[src/sv/npc_pkg.sv]
// npc_pkg: shared constants, codes and types of the nibble prefix code packer
// used by every module of the block; no dependencies
package npc_pkg;

    localparam int NUM_SYMBOLS  = 16;
    localparam int NUM_CODES    = NUM_SYMBOLS + 1;
    localparam int STOP_INDEX   = NUM_SYMBOLS;
    localparam int CODE_BITS    = 8;
    localparam int LEN_BITS     = 4;
    localparam int NIBBLE_BITS  = 4;
    localparam int CODE_SPACE   = 1 << CODE_BITS;
    localparam int TOTAL_BITS   = 12;
    localparam int CODE_IDX_BITS = $clog2(NUM_CODES);
    localparam int CFG_BITS     = NUM_SYMBOLS * LEN_BITS;
    localparam int QUEUE_DEPTH  = 2;

    typedef enum logic [1:0] {
        OP_CODE      = 2'd0,
        OP_CODE_STOP = 2'd1,
        OP_STOP      = 2'd2,
        OP_FLUSH     = 2'd3
    } t_opcode;

    typedef enum logic [1:0] {
        MODE_PASS = 2'd0,
        MODE_XOR  = 2'd1,
        MODE_SUB  = 2'd2
    } t_mode;

    typedef enum logic [1:0] {
        CFG_SYMBOL_LENGTHS = 2'd0,
        CFG_STOP_LENGTH    = 2'd1,
        CFG_TRANSFORM_MODE = 2'd2
    } t_cfg_idx;

    typedef logic [NUM_CODES-1:0][LEN_BITS-1:0]  t_len_arr;
    typedef logic [NUM_CODES-1:0][CODE_BITS-1:0] t_word_arr;

    // one classified request: up to two codes to append, or a flush, or an error
    typedef struct packed {
        logic                 err;
        logic                 flush;
        logic [LEN_BITS-1:0]  size1;
        logic [CODE_BITS-1:0] word1;
        logic [LEN_BITS-1:0]  size2;
        logic [CODE_BITS-1:0] word2;
    } t_job;

endpackage

[src/sv/npc_table.sv]
// npc_table: code length registers and the code table builder
// depends on npc_pkg
module npc_table (
    input  logic                          i_clk,
    input  logic                          i_rst_n,
    input  logic                          i_lens_we,
    input  logic                          i_stop_we,
    input  logic [npc_pkg::CFG_BITS-1:0]  i_cfg_data,
    output npc_pkg::t_len_arr             o_lens,
    output npc_pkg::t_word_arr            o_words,
    output logic                          o_valid,
    output logic                          o_busy
);
    import npc_pkg::*;

    logic [CFG_BITS-1:0]      r_sym_lengths;
    logic [LEN_BITS-1:0]      r_stop_length;
    logic                     r_busy;
    logic                     r_bad;
    logic [TOTAL_BITS-1:0]    r_total;
    logic [CODE_IDX_BITS-1:0] r_step;
    t_word_arr                r_word;

    logic                     start;
    logic [LEN_BITS-1:0]      cur_len;
    logic [CODE_BITS-1:0]     inc;
    logic                     cur_bad;
    logic [NUM_CODES-1:0]     ahead;

    always_comb begin
        for (int i = 0; i < NUM_SYMBOLS; i++) begin
            o_lens[i] = r_sym_lengths[(NUM_SYMBOLS-1-i)*LEN_BITS +: LEN_BITS];
        end
        o_lens[STOP_INDEX] = r_stop_length;
    end

    assign start   = i_lens_we || i_stop_we;
    assign cur_len = o_lens[r_step];
    assign cur_bad = cur_len > LEN_BITS'(CODE_BITS);
    // weight of one code in the 2^CODE_BITS code space
    assign inc     = (cur_len == '0 || cur_bad) ? '0
                   : CODE_BITS'(1) << (LEN_BITS'(CODE_BITS) - cur_len);

    // code j sits ahead of code i: longer, or same length and lower index
    always_comb begin
        for (int i = 0; i < NUM_CODES; i++) begin
            ahead[i] = (cur_len > o_lens[i]) ||
                       (cur_len == o_lens[i] && r_step < CODE_IDX_BITS'(i));
        end
    end

    always_ff @(posedge i_clk) begin
        if (!i_rst_n) begin
            r_sym_lengths <= '0;
            r_stop_length <= '0;
            r_busy        <= 1'b0;
            r_bad         <= 1'b0;
            r_total       <= '0;
            r_step        <= '0;
        end else begin
            if (i_lens_we) begin
                r_sym_lengths <= i_cfg_data;
            end
            if (i_stop_we) begin
                r_stop_length <= i_cfg_data[LEN_BITS-1:0];
            end
            if (start) begin
                r_busy  <= 1'b1;
                r_bad   <= 1'b0;
                r_total <= '0;
                r_step  <= '0;
            end else if (r_busy) begin
                r_total <= r_total + TOTAL_BITS'(inc);
                r_bad   <= r_bad || cur_bad;
                r_step  <= r_step + 1'b1;
                if (r_step == CODE_IDX_BITS'(NUM_CODES - 1)) begin
                    r_busy <= 1'b0;
                end
            end
        end
    end

    // one lane per code, each accumulating the weights of the codes ahead of it
    always_ff @(posedge i_clk) begin
        for (int i = 0; i < NUM_CODES; i++) begin
            if (start) begin
                r_word[i] <= '0;
            end else if (r_busy && ahead[i]) begin
                r_word[i] <= r_word[i] + inc;
            end
        end
    end

    always_comb begin
        for (int i = 0; i < NUM_CODES; i++) begin
            o_words[i] = (o_lens[i] == '0) ? '0 : r_word[i];
        end
    end

    assign o_valid = !r_busy && !r_bad && r_total == TOTAL_BITS'(CODE_SPACE);
    assign o_busy  = r_busy;

endmodule

[src/sv/npc_front.sv]
// npc_front: accepts requests, applies the nibble transform, looks up codes
// depends on npc_pkg
module npc_front (
    input  logic                             i_clk,
    input  logic                             i_rst_n,
    input  logic                             i_mode_we,
    input  logic [1:0]                       i_mode_data,
    input  logic                             i_in_valid,
    output logic                             o_in_ready,
    input  logic [1:0]                       i_opcode,
    input  logic [npc_pkg::NIBBLE_BITS-1:0]  i_nibble,
    input  npc_pkg::t_len_arr                i_lens,
    input  npc_pkg::t_word_arr               i_words,
    input  logic                             i_table_valid,
    input  logic                             i_table_busy,
    input  logic                             i_q_ready,
    output logic                             o_push,
    output npc_pkg::t_job                    o_job
);
    import npc_pkg::*;

    logic [1:0]                r_mode;
    logic [NIBBLE_BITS-1:0]    r_prev;

    logic [NIBBLE_BITS-1:0]    sym;
    logic [CODE_IDX_BITS-1:0]  sym_idx;
    logic                      accept;
    logic                      uses_nibble;
    t_opcode                   op;

    assign op         = t_opcode'(i_opcode);
    assign o_in_ready = !i_table_busy && i_q_ready;
    assign accept     = i_in_valid && o_in_ready;
    assign o_push     = accept;
    assign uses_nibble = (op == OP_CODE) || (op == OP_CODE_STOP);

    always_comb begin
        unique case (r_mode)
            MODE_XOR: sym = r_prev ^ i_nibble;
            MODE_SUB: sym = r_prev - i_nibble;
            default:  sym = i_nibble;
        endcase
    end

    assign sym_idx = CODE_IDX_BITS'(sym);

    always_comb begin
        o_job = '0;
        if (!i_table_valid) begin
            o_job.err = 1'b1;
        end else begin
            unique case (op)
                OP_CODE: begin
                    o_job.size1 = i_lens[sym_idx];
                    o_job.word1 = i_words[sym_idx];
                end
                OP_CODE_STOP: begin
                    o_job.size1 = i_lens[sym_idx];
                    o_job.word1 = i_words[sym_idx];
                    o_job.size2 = i_lens[STOP_INDEX];
                    o_job.word2 = i_words[STOP_INDEX];
                end
                OP_STOP: begin
                    o_job.size2 = i_lens[STOP_INDEX];
                    o_job.word2 = i_words[STOP_INDEX];
                end
                OP_FLUSH: begin
                    o_job.flush = 1'b1;
                end
                default: begin
                    o_job.flush = 1'b0;
                end
            endcase
        end
    end

    always_ff @(posedge i_clk) begin
        if (!i_rst_n) begin
            r_mode <= MODE_PASS;
            r_prev <= '0;
        end else begin
            if (i_mode_we) begin
                r_mode <= i_mode_data;
            end
            if (accept && i_table_valid && uses_nibble) begin
                r_prev <= i_nibble;
            end
        end
    end

endmodule

[src/sv/npc_queue.sv]
// npc_queue: small request queue between the front and the back
// depends on npc_pkg
module npc_queue #(
    parameter int DEPTH = npc_pkg::QUEUE_DEPTH
) (
    input  logic           i_clk,
    input  logic           i_rst_n,
    input  logic           i_push,
    input  npc_pkg::t_job  i_job,
    output logic           o_ready,
    output logic           o_valid,
    output npc_pkg::t_job  o_job,
    input  logic           i_pop
);
    import npc_pkg::*;

    localparam int PTR_BITS = (DEPTH > 1) ? $clog2(DEPTH) : 1;
    localparam int CNT_BITS = $clog2(DEPTH + 1);

    t_job                 r_mem [DEPTH];
    logic [PTR_BITS-1:0]  r_wr_ptr;
    logic [PTR_BITS-1:0]  r_rd_ptr;
    logic [CNT_BITS-1:0]  r_count;

    logic do_push;
    logic do_pop;

    assign o_ready = r_count != CNT_BITS'(DEPTH);
    assign o_valid = r_count != '0;
    assign o_job   = r_mem[r_rd_ptr];
    assign do_push = i_push && o_ready;
    assign do_pop  = i_pop && o_valid;

    function automatic logic [PTR_BITS-1:0] bump(input logic [PTR_BITS-1:0] ptr);
        return (ptr == PTR_BITS'(DEPTH - 1)) ? '0 : ptr + 1'b1;
    endfunction

    always_ff @(posedge i_clk) begin
        if (do_push) begin
            r_mem[r_wr_ptr] <= i_job;
        end
    end

    always_ff @(posedge i_clk) begin
        if (!i_rst_n) begin
            r_wr_ptr <= '0;
            r_rd_ptr <= '0;
            r_count  <= '0;
        end else begin
            if (do_push) begin
                r_wr_ptr <= bump(r_wr_ptr);
            end
            if (do_pop) begin
                r_rd_ptr <= bump(r_rd_ptr);
            end
            if (do_push && !do_pop) begin
                r_count <= r_count + 1'b1;
            end else if (do_pop && !do_push) begin
                r_count <= r_count - 1'b1;
            end
        end
    end

endmodule

[src/sv/npc_back.sv]
// npc_back: bit packer and output register with one spare byte slot
// depends on npc_pkg
module npc_back (
    input  logic                          i_clk,
    input  logic                          i_rst_n,
    input  logic                          i_job_valid,
    input  npc_pkg::t_job                 i_job,
    output logic                          o_pop,
    output logic                          o_out_valid,
    input  logic                          i_out_ready,
    output logic [npc_pkg::CODE_BITS-1:0] o_packed_byte,
    output logic                          o_table_error,
    output logic                          o_last
);
    import npc_pkg::*;

    localparam int STREAM_BITS = 3 * CODE_BITS;
    localparam int FILL_BITS   = $clog2(CODE_BITS);
    localparam int SUM_BITS    = $clog2(STREAM_BITS);

    logic [CODE_BITS-1:0]   r_acc,   n_acc;
    logic [FILL_BITS-1:0]   r_fill,  n_fill;
    logic                   r_out_valid, n_out_valid;
    logic [CODE_BITS-1:0]   r_out_byte,  n_out_byte;
    logic                   r_out_err,   n_out_err;
    logic                   r_out_last,  n_out_last;
    logic                   r_pend_valid, n_pend_valid;
    logic [CODE_BITS-1:0]   r_pend_byte,  n_pend_byte;

    logic                   out_free;
    logic [STREAM_BITS-1:0] stream;
    logic [SUM_BITS-1:0]    shift2;
    logic [SUM_BITS-1:0]    total;
    logic [1:0]             nbytes;
    logic [CODE_BITS-1:0]   byte0;
    logic [CODE_BITS-1:0]   byte1;
    logic [CODE_BITS-1:0]   job_acc;
    logic [FILL_BITS-1:0]   job_fill;

    assign out_free = !r_out_valid || i_out_ready;
    assign o_pop    = i_job_valid && !r_pend_valid && out_free;

    // pending bits followed by both codes, MSB aligned
    assign shift2 = SUM_BITS'(r_fill) + SUM_BITS'(i_job.size1);
    assign total  = shift2 + SUM_BITS'(i_job.size2);
    assign stream = {r_acc, {(2*CODE_BITS){1'b0}}}
                  | ({i_job.word1, {(2*CODE_BITS){1'b0}}} >> r_fill)
                  | ({i_job.word2, {(2*CODE_BITS){1'b0}}} >> shift2);

    always_comb begin
        nbytes   = 2'd0;
        byte0    = stream[STREAM_BITS-1 -: CODE_BITS];
        byte1    = stream[2*CODE_BITS-1 -: CODE_BITS];
        job_acc  = r_acc;
        job_fill = r_fill;
        if (i_job.err) begin
            nbytes = 2'd1;
            byte0  = '0;
        end else if (i_job.flush) begin
            nbytes   = (r_fill != '0) ? 2'd1 : 2'd0;
            byte0    = r_acc;
            job_acc  = '0;
            job_fill = '0;
        end else begin
            job_fill = total[FILL_BITS-1:0];
            if (total >= SUM_BITS'(2 * CODE_BITS)) begin
                nbytes  = 2'd2;
                job_acc = stream[CODE_BITS-1:0];
            end else if (total >= SUM_BITS'(CODE_BITS)) begin
                nbytes  = 2'd1;
                job_acc = stream[2*CODE_BITS-1 -: CODE_BITS];
            end else begin
                job_acc = stream[STREAM_BITS-1 -: CODE_BITS];
            end
        end
    end

    always_comb begin
        n_acc        = r_acc;
        n_fill       = r_fill;
        n_out_valid  = r_out_valid && !i_out_ready;
        n_out_byte   = r_out_byte;
        n_out_err    = r_out_err;
        n_out_last   = r_out_last;
        n_pend_valid = r_pend_valid;
        n_pend_byte  = r_pend_byte;
        if (r_pend_valid && out_free) begin
            n_out_valid  = 1'b1;
            n_out_byte   = r_pend_byte;
            n_out_err    = 1'b0;
            n_out_last   = 1'b1;
            n_pend_valid = 1'b0;
        end else if (o_pop) begin
            n_acc  = job_acc;
            n_fill = job_fill;
            if (nbytes != 2'd0) begin
                n_out_valid = 1'b1;
                n_out_byte  = byte0;
                n_out_err   = i_job.err;
                n_out_last  = nbytes == 2'd1;
            end
            if (nbytes == 2'd2) begin
                n_pend_valid = 1'b1;
                n_pend_byte  = byte1;
            end
        end
    end

    always_ff @(posedge i_clk) begin
        if (!i_rst_n) begin
            r_acc        <= '0;
            r_fill       <= '0;
            r_out_valid  <= 1'b0;
            r_pend_valid <= 1'b0;
        end else begin
            r_acc        <= n_acc;
            r_fill       <= n_fill;
            r_out_valid  <= n_out_valid;
            r_pend_valid <= n_pend_valid;
        end
    end

    always_ff @(posedge i_clk) begin
        r_out_byte  <= n_out_byte;
        r_out_err   <= n_out_err;
        r_out_last  <= n_out_last;
        r_pend_byte <= n_pend_byte;
    end

    assign o_out_valid   = r_out_valid;
    assign o_packed_byte = r_out_byte;
    assign o_table_error = r_out_err;
    assign o_last        = r_out_last;

endmodule

[src/sv/nibble_prefix_code_packer.sv]
// nibble_prefix_code_packer: top level of the nibble prefix code packer
// depends on npc_pkg, npc_table, npc_front, npc_queue, npc_back
//
// usage
// - input channel (i_in_valid / o_in_ready) carries one request: an opcode
//   (code nibble, code nibble then stop, stop only, flush) and a nibble
// - output channel (o_out_valid / i_out_ready) carries packed bytes, MSB
//   first; o_last marks the final byte of a request, o_table_error flags a
//   table that is not a full prefix code (byte zero, one byte per request)
// - config port writes symbol lengths, stop length or transform mode
// - an accepted request passes the request queue, then the output register
// - throughput: one request per cycle while the receiver is ready and each
//   yields at most one byte; a second byte in the spare slot stalls the queue
// - a write of symbol or stop lengths starts a table build, one code a cycle
//   through the running-offset lanes; o_in_ready stays low meanwhile
// - reset clears the lengths, so the table reads invalid until written;
//   previous nibble and the bit accumulator clear to zero
// - a stalled receiver fills the output register, then the request queue,
//   after which o_in_ready drops
module nibble_prefix_code_packer #(
    parameter int QUEUE_DEPTH = npc_pkg::QUEUE_DEPTH
) (
    input  logic                             i_clk,
    input  logic                             i_rst_n,
    // config write port
    input  logic                             i_cfg_we,
    input  logic [1:0]                       i_cfg_index,
    input  logic [npc_pkg::CFG_BITS-1:0]     i_cfg_data,
    // request channel
    input  logic                             i_in_valid,
    output logic                             o_in_ready,
    input  logic [1:0]                       i_opcode,
    input  logic [npc_pkg::NIBBLE_BITS-1:0]  i_nibble,
    // byte channel
    output logic                             o_out_valid,
    input  logic                             i_out_ready,
    output logic [npc_pkg::CODE_BITS-1:0]    o_packed_byte,
    output logic                             o_table_error,
    output logic                             o_last
);
    import npc_pkg::*;

    // config decode
    logic      lens_we;
    logic      stop_we;
    logic      mode_we;

    t_len_arr  lens;
    t_word_arr words;
    logic      table_valid;
    logic      table_busy;

    logic      q_ready;
    logic      push;
    t_job      push_job;
    logic      q_valid;
    t_job      q_job;
    logic      pop;

    assign lens_we = i_cfg_we && i_cfg_index == CFG_SYMBOL_LENGTHS;
    assign stop_we = i_cfg_we && i_cfg_index == CFG_STOP_LENGTH;
    assign mode_we = i_cfg_we && i_cfg_index == CFG_TRANSFORM_MODE;

    // code table: lengths and words, rebuilt after each length write
    npc_table u_table (
        .i_clk      (i_clk),
        .i_rst_n    (i_rst_n),
        .i_lens_we  (lens_we),
        .i_stop_we  (stop_we),
        .i_cfg_data (i_cfg_data),
        .o_lens     (lens),
        .o_words    (words),
        .o_valid    (table_valid),
        .o_busy     (table_busy)
    );

    // front: accept, transform against previous nibble, code lookup
    npc_front u_front (
        .i_clk         (i_clk),
        .i_rst_n       (i_rst_n),
        .i_mode_we     (mode_we),
        .i_mode_data   (i_cfg_data[1:0]),
        .i_in_valid    (i_in_valid),
        .o_in_ready    (o_in_ready),
        .i_opcode      (i_opcode),
        .i_nibble      (i_nibble),
        .i_lens        (lens),
        .i_words       (words),
        .i_table_valid (table_valid),
        .i_table_busy  (table_busy),
        .i_q_ready     (q_ready),
        .o_push        (push),
        .o_job         (push_job)
    );

    // decouples lookup from packing so either side can stall
    npc_queue #(
        .DEPTH (QUEUE_DEPTH)
    ) u_queue (
        .i_clk   (i_clk),
        .i_rst_n (i_rst_n),
        .i_push  (push),
        .i_job   (push_job),
        .o_ready (q_ready),
        .o_valid (q_valid),
        .o_job   (q_job),
        .i_pop   (pop)
    );

    // back: bit accumulator and byte output
    npc_back u_back (
        .i_clk         (i_clk),
        .i_rst_n       (i_rst_n),
        .i_job_valid   (q_valid),
        .i_job         (q_job),
        .o_pop         (pop),
        .o_out_valid   (o_out_valid),
        .i_out_ready   (i_out_ready),
        .o_packed_byte (o_packed_byte),
        .o_table_error (o_table_error),
        .o_last        (o_last)
    );

endmodule

[config.mk]
export PLATFORM = sky130hd
export DESIGN_NAME = nibble_prefix_code_packer
export DESIGN_NICKNAME = d
export VERILOG_FILES = /design/src/sv/npc_pkg.sv /design/src/sv/npc_table.sv /design/src/sv/npc_front.sv /design/src/sv/npc_queue.sv /design/src/sv/npc_back.sv /design/src/sv/nibble_prefix_code_packer.sv
export SDC_FILE = /design/constraint.sdc
export NUM_CORES = 1
export LEC_CHECK = 0
export BUFFER_PORTS_ARGS = -buffer_cell sky130_fd_sc_hd__buf_2
export CAP_MARGIN = 20
export CORE_ASPECT_RATIO = 1.5
export CORE_MARGIN = 8
export CORE_UTILIZATION = 43
export CTS_CLUSTER_DIAMETER = 60
export DETAILED_ROUTE_END_ITERATION = 10
export PLACE_DENSITY = 0.68
export RECOVER_POWER = 50
export SYNTH_ARGS = -nofsm -noshare
export SYNTH_HDL_FRONTEND = slang
export SYNTH_SLANG_ARGS = --single-unit
[constraint.sdc]
create_clock -name i_clk -period 6.58 [get_ports i_clk]
set_clock_uncertainty 0.2 [all_clocks]
set_input_delay 1.974 -clock i_clk [delete_from_list [all_inputs] [get_ports i_clk]]
set_output_delay 1.974 -clock i_clk [all_outputs]
set_load 0.1 [all_outputs]
==> run summary <==
The number of top-level design ports is 89. The switching share of power came out at 36.1%. The startpoint identified for the worst register-to-register timing path is u_table.r_step[1]. For this design, the slowest cell found on the critical path is and2_0. The ratio of final minimum period to clock period came out at a little under nine tenths. After clock tree synthesis, the clock-pin slew on the worst setup and hold paths is approximately 0.07 ns. The final routed wire length divided by cell count came out at approximately 21 um. Counting instances in the post-synthesis netlist gives the leading cell types as nand2_1, dfxtp_1, ha_1, a21oi_1, nor2_1.

The post-layout minimum cycle time is about 5.6 ns. For this design the ratio of total power to cell area is roughly 250 nW/um2. The number of buffers added by the clock tree synthesis step came out at 37. In the post-synthesis netlist, the cell with the most instances is nand2_1. The critical path goes through mux4_2 > mux2i_1 > o221ai_2 > or2_2 > nor2_1 > and2_0 > buf_4 > ha_1 > inv_1 > fa_1 > inv_1 > a21oi_1 > o21bai_1 > a21o_1 > a21oi_1 > xnor2_1 > nand2_1 > a21oi_1.

Setup violations remaining at the end of the flow were counted as 0. STA classifies the critical path startpoint as a flip-flop. In this run, synthesis produced a sequential element count of approximately 320.

The internal power of the cells came out at just under 4 mW. The fill cell total of the finished layout is around 4,900. For this design the static power due to leakage is 10.2 nW.

The CTS root buffer is clkbuf_16. The final weighted congestion in routability-driven placement is just under 1. TritonCTS built the clock tree. The number of remaining DRC errors came out at 0. The portion of the post-synthesis area used by sequential elements came out at a little under a third.

The initial antenna violation count came to 0. The floorplan die width is 201 um. The die height came out at between 200 and 300 um. The growth of design area from synthesis to finish is 10.8%. The clock latency on the worst-skew pair is 0.57 ns. IR analysis of the VDD net gives a maximum drop of approximately 250 uV. The first global-routing pass estimated 108,000 um of wire.

The hold-critical path depth came out at 2. The number of vias in the routed layout is between 15,000 and 20,000. The combined global-route utilization of all metal layers is between 20% and 30%.

The count of flip-flops with a built-in enable after synthesis is 68. Across the run, the number of max-cap violations was 5. The clock tree synthesis step divided the H-tree into 2 levels. In this run the most critical hold path is launched from u_table.r_word[109]. The largest net degree at the start of global routing came out at approximately 140. Derived from the worst setup path, the maximum achievable clock frequency is 179 MHz. The number of endpoints with negative hold slack in the final report came out at 0. The fraction of layout instances using a drive strength above 1 came out at about a tenth. The cell depth of the worst flop-to-flop path is 18. The clock passes through at most 3 buffers. The unique cell type count in the Yosys netlist is 69. The instance area at placement came out at around 23,000 um2.

The portion of total power attributed to the clock network is between 30% and 40%. The post-CTS setup buffer count came out at 0. In this run the cell area of the synthesized design comes to ~22,000 um2. By area the synthesized netlist is led by dfxtp_1, ha_1, edfxtp_1. The CTS sink count is ~320. The die outline area came out at between 50,000 and 60,000 um2. In this run, the number of DRC markers left after iteration 0 of detailed routing was 1,409. The total nets after synthesis is 2,818. The number of warnings reported in the yosys synthesis log came out at 0.

The launch point of the worst path is u_table.r_step[1]. The combinational cell fraction of total power is approximately 29%. Setup repair after global routing left no endpoint under its margin. The repair_antennas step left the layout with diodes totalling 0. The total negative setup slack came out at 0 ns.

The relative slew slack is -104%. STA puts the critical path data arrival time at between 5 and 6 ns. The final reports fail on capacitance limit, slew limit.

The via count normalized by instance count is around 6. The transition time of the tightest slew-check pin came out at slightly above 3 ns. In this design, the stage delay of the slowest critical-path cell is 1.10 ns. The post-synthesis average cell area came out at 8.85 um2.

For this design the total switching power over the nets is around 2.2 mW. The category of the worst setup path capture point is a flip-flop. The synthesized instance count is roughly 2,500. For the worst setup path, the data required time is a little under 7 ns.

The commonest register cell after synthesis is dfxtp_1. The count of nets left with antenna violations after detail routing came out at 0. The tightest min-delay check is of the reg2reg type.

The number of global-route vias before repair came out at slightly below 20,000. The HPWL reported at the end of detailed placement is 51,700 um. The critical-path maximum fanout is 13. Among the stages of the critical path, the cell type that occurs most often is a21oi_1.

The async set-or-reset flop fraction in the synthesized netlist is 0%. Hold repair after CTS inserted 0 buffers. The biggest area consumer among synthesized cells is dfxtp_1. The net count of the finished layout is around 2,900. In this run the standard cell core region covers 51,300 um2. The max-slew violation count came out at 200.

The share of total power dissipated in sequential elements is about 37%. The residual overflow from global routing is 0. In this run the tool buffered the top-level ports with 88 buffer cells. The total design power came out at approximately 6.1 mW. The portion of synthesized cell area occupied by the leading cell type came out at between 20% and 30%. After routing the design area is 24,600 um2.

After floorplanning, the core was divided into between 100 and 150 placement rows. The flow ran to the end, but the final reports show violations. The post-detailed-routing wire length is 69,100 um. The number of cells upsized or downsized after cts is 0. The critical path in this run is classified as reg2reg. The initial core utilization came out at between 40 and 50%.

The first-pass iteration count of the detailed router is 7.
## sequential cells by signal (all words and copies together), names as in the netlist, 3 cells and up, named ones only
register               cells
u_back.r_fill              3
u_queue.r_mem             52
u_table.r_step             5
u_table.r_stop_length      4
u_back.o_packed_byte       8
u_table.r_word           136
u_back.r_pend_byte         8
u_table.r_total           12
u_table.r_sym_lengths     64
u_back.r_acc               8
u_front.r_prev             4
## cell families (layout without fill, tap and decap cells)
group | Yosys count | count (layout) | synth area share, %
XOR/XNOR | 124 | 124 | 5.20
multiplexers | 130 | 130 | 8.13
buffers and inverters | 226 | 290 | 4.03
adder cells (fa/ha/maj) | 234 | 234 | 13.9
flip-flops | 317 | 317 | 31.7
AND/OR/NAND/NOR | 759 | 759 | 15.6
AO/OA/AOI/OAI | 717 | 717 | 21.4
## area by class of cell
type	instances	area (um2)	share of cell area [%]
clock buffers	48	1020	4.14
clock inverters	19	201	0.820
inverters	100	375	1.53
multi-input cells	1964	14400	58.4
flip-flops and latches	317	7030	28.6
well taps	676	846	3.44
repair buffers	123	752	3.06
## layout by cell type, fill, tap and decap left out, types with 38 or more instances in the layout
cell type	synthesis	layout
o21ai_0	107	107
inv_1	98	98
mux4_2	39	39
a21o_1	96	96
edfxtp_1	68	68
mux2i_1	79	78
nor2_1	188	182
a21oi_1	205	203
a311oi_1	48	48
clkbuf_16	0	38
nand2_1	276	276
dfxtp_1	249	249
buf_2	6	73
and3_1	38	38
a21boi_0	73	73
ha_1	213	213
nand3_1	89	89
xnor2_1	85	85
## power by group through the flow
stage	registers (mW)	clock network, mW	logic (mW)
finish	2.24	2.11	1.74
global route	2.25	2.21	1.88
CTS	2.23	2.14	1.74
detailed placement	2.28	0	1.73
global placement	2.27	0	1.70
floorplan	2.41	0	1.10
## per-stage QoR
stage	util (%)	hold WS (ns)	std cells	setup slack, ns
after floorplan	-	0.238	2507	1.03
after global placement	45.5	0.277	3176	1.37
after detailed placement	45.6	0.281	3179	1.29
after CTS	48.0	0.293	3246	1.23
after global routing	47.9	0.310	3247	0.721
final	47.9	0.297	3247	0.981
## worst max-delay path: cells and delay by family, from the launching register on
kind                       cells  cell delay (ns)
AOI/OAI and AO/OA              6             0.95
buffers and inverters          3             0.48
and+or+nand+nor                4             1.67
muxes                          2             0.82
adders and majority gates      2             0.59
xor gates and xnor gates       1             0.16
DFF                            1             0.63
## layer usage
layer / GRT usage, % / vias up / wire length, um
li1: - / 9234 / -
met1: 23.5 / 9373 / 25000
met2: 41.8 / 695 / 35200
met3: 3.33 / 253 / 3500
met4: 17.0 / 0 / 5380
met5: 0 / - / 0
## path summary, 6_finish.rpt
kind              slack, ns                  end
setup / recovery       0.98   u_table.r_word[54]
hold / removal         0.30  u_table.r_word[109]
setup reg to reg       0.98   u_table.r_word[54]
hold reg to reg        0.30  u_table.r_word[109]
Power figures use the tool's default switching activity.
